File: config.mk
export PLATFORM = sky130hd
export DESIGN_NAME = string_quote_escaper
export DESIGN_NICKNAME = d
export VERILOG_FILES = /design/src/rtl/sqe_pkg.sv /design/src/rtl/sqe_front.sv /design/src/rtl/sqe_back.sv /design/src/rtl/string_quote_escaper.sv
export SDC_FILE = /design/constraint.sdc
export NUM_CORES = 1
export LEC_CHECK = 0
export ABC_AREA = 1
export BUFFER_PORTS_ARGS = -buffer_cell sky130_fd_sc_hd__buf_2
export CORE_ASPECT_RATIO = 1.1
export CORE_MARGIN = 3
export CORE_UTILIZATION = 41
export DETAILED_ROUTE_END_ITERATION = 12
export PLACE_DENSITY = 0.54
export SYNTH_ARGS = -nofsm -noshare
export SYNTH_HDL_FRONTEND = slang
export SYNTH_HIERARCHICAL = 1
export SYNTH_SLANG_ARGS = --single-unit
File: constraint.sdc
create_clock -name clk -period 4.3 [get_ports clk]
set_clock_uncertainty 0.2 [all_clocks]
set_input_delay 0.645 -clock clk [delete_from_list [all_inputs] [get_ports clk]]
set_output_delay 0.645 -clock clk [all_outputs]
set_load 0.005 [all_outputs]
File: src/rtl/sqe_pkg.sv
`timescale 1ns / 1ps
package sqe_pkg;

  // item selector codes
  localparam logic [1:0] FUNC_BEGIN  = 2'd0;
  localparam logic [1:0] FUNC_DATA   = 2'd1;
  localparam logic [1:0] FUNC_FINISH = 2'd2;
  localparam logic [1:0] FUNC_NONE   = 2'd3;

  localparam logic [15:0] BUF_SIZE_RESET = 16'd4096;

  // space needed for one character and for a pair, terminator included
  localparam logic [15:0] NEED_SINGLE = 16'd2;
  localparam logic [15:0] NEED_PAIR   = 16'd3;

  // command queue depth, a power of two
  localparam int CMD_DEPTH = 4;
  localparam int CMD_AW    = $clog2(CMD_DEPTH);

  typedef logic [CMD_AW-1:0] cmd_ptr_t;
  typedef logic [CMD_AW:0]   cmd_cnt_t;

  localparam logic [7:0] CH_QUOTE     = 8'h22;
  localparam logic [7:0] CH_BACKSLASH = 8'h5c;
  localparam logic [7:0] CH_X         = 8'h78;
  localparam logic [7:0] CH_N         = 8'h6e;
  localparam logic [7:0] CH_R         = 8'h72;
  localparam logic [7:0] CH_T         = 8'h74;
  localparam logic [7:0] CH_V         = 8'h76;
  localparam logic [7:0] CH_NUL       = 8'h00;
  localparam logic [7:0] CH_LF        = 8'h0a;
  localparam logic [7:0] CH_CR        = 8'h0d;
  localparam logic [7:0] CH_TAB       = 8'h09;
  localparam logic [7:0] CH_VT        = 8'h0b;
  localparam logic [7:0] CH_PRINT_LO  = 8'h20;
  localparam logic [7:0] CH_PRINT_HI  = 8'h7e;

  typedef enum logic [1:0] {
    OP_BEGIN,
    OP_SINGLE,
    OP_PAIR,
    OP_HEX
  } op_t;

  // classified request: pair emits backslash then c2, hex emits
  // backslash, x, c1, c2, single and begin emit c1
  typedef struct packed {
    op_t        op;
    logic [7:0] c1;
    logic [7:0] c2;
  } cmd_t;

  typedef struct packed {
    logic [7:0]  out_char;
    logic        last;
    logic        err;
    logic [15:0] used;
  } result_t;

  function automatic logic [7:0] hex_digit(input logic [3:0] n);
    logic [7:0] v;
    v = {4'b0000, n};
    if (n < 4'd10) return 8'h30 + v;
    else return 8'h57 + v;
  endfunction

endpackage

File: src/rtl/sqe_front.sv
`timescale 1ns / 1ps
module sqe_front import sqe_pkg::*; (
  input  logic       clk,
  input  logic       rst,
  input  logic       push,
  output logic       full,
  input  logic [1:0] func,
  input  logic [7:0] data_byte,
  output logic       cmd_valid,
  output cmd_t       cmd,
  input  logic       cmd_pop
);

  cmd_t       queue [CMD_DEPTH];
  cmd_ptr_t   wr_ptr;
  cmd_ptr_t   rd_ptr;
  cmd_cnt_t   count;
  cmd_t       cls;
  logic       wr_en;
  logic       rd_en;

  // classify the incoming request
  always_comb begin
    cls.op = OP_SINGLE;
    cls.c1 = CH_QUOTE;
    cls.c2 = CH_NUL;
    case (func)
      FUNC_BEGIN: begin
        cls.op = OP_BEGIN;
      end
      FUNC_DATA: begin
        if (data_byte == CH_NUL) begin
          cls.op = OP_SINGLE;
        end else if (data_byte == CH_LF) begin
          cls.op = OP_PAIR;
          cls.c2 = CH_N;
        end else if (data_byte == CH_CR) begin
          cls.op = OP_PAIR;
          cls.c2 = CH_R;
        end else if (data_byte == CH_TAB) begin
          cls.op = OP_PAIR;
          cls.c2 = CH_T;
        end else if (data_byte == CH_VT) begin
          cls.op = OP_PAIR;
          cls.c2 = CH_V;
        end else if (data_byte == CH_BACKSLASH) begin
          cls.op = OP_PAIR;
          cls.c2 = CH_BACKSLASH;
        end else if (data_byte == CH_QUOTE) begin
          cls.op = OP_PAIR;
          cls.c2 = CH_QUOTE;
        end else if (data_byte >= CH_PRINT_LO && data_byte <= CH_PRINT_HI) begin
          cls.op = OP_SINGLE;
          cls.c1 = data_byte;
        end else begin
          cls.op = OP_HEX;
          cls.c1 = hex_digit(data_byte[7:4]);
          cls.c2 = hex_digit(data_byte[3:0]);
        end
      end
      default: begin
        cls.op = OP_SINGLE;
      end
    endcase
  end

  assign full      = (count == cmd_cnt_t'(CMD_DEPTH));
  assign cmd_valid = (count != '0);
  assign cmd       = queue[rd_ptr];
  assign wr_en     = push && !full && (func != FUNC_NONE);
  assign rd_en     = cmd_pop && cmd_valid;

  always_ff @(posedge clk) begin
    if (wr_en) begin
      queue[wr_ptr] <= cls;
    end
  end

  always_ff @(posedge clk) begin
    if (rst) begin
      wr_ptr <= '0;
      rd_ptr <= '0;
      count  <= '0;
    end else begin
      if (wr_en) wr_ptr <= wr_ptr + cmd_ptr_t'(1);
      if (rd_en) rd_ptr <= rd_ptr + cmd_ptr_t'(1);
      case ({wr_en, rd_en})
        2'b10:   count <= count + cmd_cnt_t'(1);
        2'b01:   count <= count - cmd_cnt_t'(1);
        default: count <= count;
      endcase
    end
  end

endmodule

File: src/rtl/sqe_back.sv
`timescale 1ns / 1ps
module sqe_back import sqe_pkg::*; (
  input  logic        clk,
  input  logic        rst,
  input  logic [15:0] buffer_size,
  input  logic        cmd_valid,
  input  cmd_t        cmd,
  output logic        cmd_pop,
  output logic        empty,
  input  logic        pop,
  output result_t     res_out
);

  logic [1:0]  step;
  logic [1:0]  step_next;
  logic [15:0] count;
  logic [15:0] count_next;
  logic        failed;
  logic        failed_next;
  logic [15:0] count_inc;
  logic [15:0] diff;
  logic        room_single;
  logic        room_pair;
  logic        fire;
  result_t     res;

  result_t     ofifo [2];
  logic        owr;
  logic        ord;
  logic [1:0]  ocount;
  logic        can_write;
  logic        opop;

  assign can_write   = (ocount != 2'd2);
  assign fire        = cmd_valid && can_write;
  assign count_inc   = count + 16'd1;
  assign diff        = buffer_size - count;
  assign room_single = (count < buffer_size) && (diff >= NEED_SINGLE);
  assign room_pair   = (count < buffer_size) && (diff >= NEED_PAIR);

  // one result per cycle while a command waits and the result queue has room
  always_comb begin
    step_next    = step;
    count_next   = count;
    failed_next  = failed;
    cmd_pop      = 1'b0;
    res.out_char = CH_NUL;
    res.last     = 1'b1;
    res.err      = 1'b1;
    res.used     = count;
    if (fire) begin
      case (cmd.op)
        OP_BEGIN: begin
          cmd_pop = 1'b1;
          if (buffer_size >= NEED_SINGLE) begin
            count_next   = 16'd1;
            failed_next  = 1'b0;
            res.out_char = CH_QUOTE;
            res.err      = 1'b0;
            res.used     = 16'd1;
          end else begin
            count_next  = '0;
            failed_next = 1'b1;
            res.used    = '0;
          end
        end
        OP_SINGLE: begin
          cmd_pop = 1'b1;
          if (!failed && room_single) begin
            count_next   = count_inc;
            res.out_char = cmd.c1;
            res.err      = 1'b0;
            res.used     = count_inc;
          end else begin
            failed_next = 1'b1;
          end
        end
        default: begin
          // pair and hex escapes
          case (step)
            2'd0: begin
              if (!failed && room_pair) begin
                count_next   = count_inc;
                res.out_char = CH_BACKSLASH;
                res.err      = 1'b0;
                res.last     = 1'b0;
                res.used     = count_inc;
                step_next    = 2'd1;
              end else begin
                failed_next = 1'b1;
                cmd_pop     = 1'b1;
              end
            end
            2'd1: begin
              count_next = count_inc;
              res.err    = 1'b0;
              res.used   = count_inc;
              if (cmd.op == OP_HEX) begin
                res.out_char = CH_X;
                res.last     = 1'b0;
                step_next    = 2'd2;
              end else begin
                res.out_char = cmd.c2;
                cmd_pop      = 1'b1;
                step_next    = 2'd0;
              end
            end
            2'd2: begin
              if (room_pair) begin
                count_next   = count_inc;
                res.out_char = cmd.c1;
                res.err      = 1'b0;
                res.last     = 1'b0;
                res.used     = count_inc;
                step_next    = 2'd3;
              end else begin
                failed_next = 1'b1;
                cmd_pop     = 1'b1;
                step_next   = 2'd0;
              end
            end
            default: begin
              count_next   = count_inc;
              res.out_char = cmd.c2;
              res.err      = 1'b0;
              res.used     = count_inc;
              cmd_pop      = 1'b1;
              step_next    = 2'd0;
            end
          endcase
        end
      endcase
    end
  end

  always_ff @(posedge clk) begin
    if (rst) begin
      step   <= '0;
      count  <= '0;
      failed <= 1'b0;
    end else begin
      step   <= step_next;
      count  <= count_next;
      failed <= failed_next;
    end
  end

  // two-entry result queue
  assign empty   = (ocount == 2'd0);
  assign opop    = pop && !empty;
  assign res_out = ofifo[ord];

  always_ff @(posedge clk) begin
    if (fire) begin
      ofifo[owr] <= res;
    end
  end

  always_ff @(posedge clk) begin
    if (rst) begin
      owr    <= 1'b0;
      ord    <= 1'b0;
      ocount <= '0;
    end else begin
      if (fire) owr <= ~owr;
      if (opop) ord <= ~ord;
      case ({fire, opop})
        2'b10:   ocount <= ocount + 2'd1;
        2'b01:   ocount <= ocount - 2'd1;
        default: ocount <= ocount;
      endcase
    end
  end

endmodule

File: src/rtl/string_quote_escaper.sv
`timescale 1ns / 1ps
// string_quote_escaper: turns a byte stream into a double-quoted, C-style
// escaped string, one character per result, while counting the characters
// against a buffer of buffer_size bytes (terminator included). func 0 begins
// a string (clears the count, emits the opening quote), func 1 feeds a data
// byte, func 2 or a data byte of zero emits the closing quote, func 3 is
// dropped without a result. Printable bytes pass through, newline, return,
// tab, vertical tab, backslash and quote become two-character escapes, all
// other bytes become \xhh with lower-case hex. A character needs two bytes
// of free space and a pair three; when a check fails an error result (zero
// character, error set) is emitted and every later request except a begin
// yields a single error result. last_of_run marks the final result of each
// request. used_length is the count after the character, or before the
// failed append on an error result.
// Timing: the front classifies one request per cycle into a 4-entry command
// queue while it is not full; the back sequencer writes one result per cycle
// into a 2-entry result queue while that queue has room, so a request yields
// one result (plain character, quote, error), two (two-character escape) or
// four (hex escape, three when its second pair does not fit), and sustained
// throughput is one result per cycle while pop is held high. A request
// passes through the command queue and then the result queue before its
// first result can be popped.
// buffer_size is written through cfg_valid/cfg_ready/cfg_data; the user must write it
// only while the block is idle, the block itself does not enforce it; cfg_ready is always high.
module string_quote_escaper import sqe_pkg::*; (
  input  logic        clk,
  input  logic        rst,
  // request side
  input  logic        push,
  output logic        full,
  input  logic [1:0]  func,
  input  logic [7:0]  data_byte,
  // result side
  output logic        empty,
  input  logic        pop,
  output logic [7:0]  out_char,
  output logic        last_of_run,
  output logic        error,
  output logic [15:0] used_length,
  // configuration
  input  logic        cfg_valid,
  output logic        cfg_ready,
  input  logic [15:0] cfg_data
);

  logic [15:0] buffer_size;
  logic        cmd_valid;
  cmd_t        cmd;
  logic        cmd_pop;
  result_t     res;

  // buffer size register
  assign cfg_ready = 1'b1;

  always_ff @(posedge clk) begin
    if (rst) begin
      buffer_size <= BUF_SIZE_RESET;
    end else if (cfg_valid && cfg_ready) begin
      buffer_size <= cfg_data;
    end
  end

  // front: classify and queue
  sqe_front u_front (
    .clk       (clk),
    .rst       (rst),
    .push      (push),
    .full      (full),
    .func      (func),
    .data_byte (data_byte),
    .cmd_valid (cmd_valid),
    .cmd       (cmd),
    .cmd_pop   (cmd_pop)
  );

  // back: space checks, emission and result queue
  sqe_back u_back (
    .clk         (clk),
    .rst         (rst),
    .buffer_size (buffer_size),
    .cmd_valid   (cmd_valid),
    .cmd         (cmd),
    .cmd_pop     (cmd_pop),
    .empty       (empty),
    .pop         (pop),
    .res_out     (res)
  );

  assign out_char    = res.out_char;
  assign last_of_run = res.last;
  assign error       = res.err;
  assign used_length = res.used;

endmodule

==> summary.txt <==
Logic synthesis
  • Ranking of synthesized cells by area: edfxtp_1 (38%), dfxtp_1 (10%), nand2_1 (10%)
  • Commonest cells in the netlist: nand2_1 (254), nor2_1 (143), inv_1 (137)
  • YS warnings: 6
  • Async set-reset flop share out of synthesis: 0
  • Yosys reg bits: 169
  • Yosys top cell by area: edfxtp_1
  • Mapped Cells: 1127
  • Top_reg_cell synth: edfxtp_1
  • Yosys top cell area share: 0.3782
  • Mean post-synth cell area: 8.455 um^2
  • Synthesized area: 9529 um^2
  • Post-synth EDFFs: 120
  • Most common cell in the netlist: nand2_1
  • Seq/Total Area, Yosys: 0.4811
  • Library cells used by synthesis: 52

Power
  • VDD IR max: 277.5 uV
  • Pwr/cell area: 624.3 nW/um^2
  • Pwr Total: 0.006728 W
  • Static Leakage: 4.565 nW

STA
  • Fin. max-slew vios: 0
  • Post-route setup TNS: 0 ns
  • Fin worst setup slack: 0.3807 ns
  • Measured slew at the worst slew-check pin: 0.7510 ns
  • Fin crit share: 0.9115
  • Final Setup Violations: 0
  • Fin crit period: 3.919 ns
  • Rel. slew slack: 0.4988
  • Fmax: 255.1 MHz
  • Fin. Hold Viols: 0

Worst hold path
  • HP Class: flip-flop to flip-flop

Layout
  • Final Non-Filler Cells: 1497
  • Ant diodes: 0
  • Fraction of layout cells with a size suffix above 1: 0.1855
  • Area Overhead vs Synth: 13.09%
  • Nets: 1254
  • Core Util, Final: 0.4797

Global route
  • Pin count of the biggest net entering global routing: 33
  • Total Routing Usage GR: 0.1823
  • Overflow after GRT: 0
  • Number of global-route vias before repair: 7033
  • Global-route wire length before repair: 36240 um
  • Initial antenna violation count: 0

Routing
  • Drt drc: 0
  • Drt wl/cell: 15.02 um
  • Final wirelength: 22490 um
  • First drt pass iteration count: 5
  • First-iteration detailed-routing DRC count: 438
  • Post-DRT Antenna Nets: 0
  • Via count: 7424
  • Vias per inst: 4.959

Placement
  • Inst Count DP: 1465
  • Worst slack, placed: 0.2454 ns
  • Placed wire-length estimate: 16390 um
  • PortBufs: 58
  • RePlAce Congestion: 0.9062

CTS
  • Worst-Skew Late Latency: 0.42 ns
  • Clock edge transition at the registers on the reported setup and hold paths: 0.07 ns
  • CTS-repair resized insts: 0
  • CTS sink cnt: 169
  • H-tree levels: 4
  • TritonCTS Buffers: 17
  • # hold bufs at CTS: 0
  • CTS Buffer Depth: 2
  • CTS tree: done
  • CTS Root Cell: clkbuf_16
  • # Post-CTS Setup Buffers: 0

Setup path
  • Critical path type: flip-flop to flip-flop
  • Most frequent CP cell: nand2_1
  • CP required: 4.47 ns
  • Critical Path AT: 4.09 ns
  • CP max FO: 6
  • CP Capture Type: flip-flop
  • CP Launch Type: flip-flop
  • Largest stage delay, worst path: 0.39 ns
  • Crit-path slowest cell: dfxtp_2

Floorplan
  • Std-Cell Rows: 57
  • Die height: 165.9 um
  • Core footprint: 22470 um^2
  • Die area: 25110 um^2
  • DIE WIDTH: 151.4 um
  • Num ports: 60
  • Initial Util: 0.4242

Job
  • MaxCap Viol Count: 0

Outcome
  • Status: finished, final reports clean
[state kept, by name, summed over array words and instances, names as in the netlist, 2 cells and up, named ones only]
name	flops
u_back/step	2
u_back/count	16
u_back/ofifo	52
u_front/count	3
buffer_size	16
u_front/wr_ptr	2
u_back/ocount	2
u_front/queue	68
u_front/rd_ptr	2
[report_power, final]
part	internal (W)	switching, W	leakage [nW]
Clock	0.000838	0.000716	0.296
Combinational	0.000967	0.00184	2.75
Sequential	0.00220	0.000162	1.52
[area by class of cell]
class / instances / area (um^2)
multi-input cells: 782 / 4257
inverters: 146 / 553.0
well taps: 295 / 369.1
clock inverters: 14 / 173.9
flip-flops and latches: 169 / 4592
fillers: 2244 / 11690
clock buffers: 18 / 429.2
repair buffers: 73 / 402.9
[path summary, 6_finish.rpt]
kind	from	depth (start not counted)	slack (ns)	end
max	u_back/count[2]	25	0.38	u_front/count[2]
min	u_back/ord	1	0.25	u_back/ord
max reg2reg	u_back/count[2]	25	0.38	u_front/count[2]
min reg2reg	u_back/ord	1	0.25	u_back/ord
[critical path, delay by kind of cell (launching register included)]
kind            cells  cell delay (ns)
simple gates       15             1.62
fa+ha+maj           3             0.90
compound gates      4             0.50
flops               1             0.39
buf+inv             3             0.25
[layer usage]
layer	routed length (um)	global-route usage	vias up
li1	-	-	3853
met1	9888	0.2300	3442
met2	11490	0.3179	102
met3	645	0.02893	27
met4	464	0.05599	0
met5	0	0	-
[cells by family after synthesis]
group                      synth area share
buffers and inverters               0.08101
AOI/OAI and AO/OA                   0.09218
and+or+nand+nor                      0.2625
DFF                                  0.4811
other                             0.0007881
muxes                               0.03072
adders and majority gates           0.04622
xor gates and xnor gates           0.005515
[through the flow]
stage / instance area (um^2) / hold slack [ns]
after CTS: 10710 / 0.2497
final: 10780 / 0.2548
after global routing: 10780 / 0.2596
after detailed placement: 10100 / 0.2483
after floorplan: 9544 / 0.2258
after global placement: 10100 / 0.2382
[placed cells by master, fill, tap and decap left out, types with 28 or more instances in the layout]
master | netlist | final
o21ai_0 | 64 | 64
nor2_1 | 143 | 139
edfxtp_1 | 120 | 120
nand3_1 | 67 | 66
nand2_1 | 254 | 254
buf_2 | 0 | 58
dfxtp_1 | 49 | 43
inv_1 | 137 | 137
nor2_2 | 25 | 28
No activity file was read; power rests on OpenSTA's default activity.
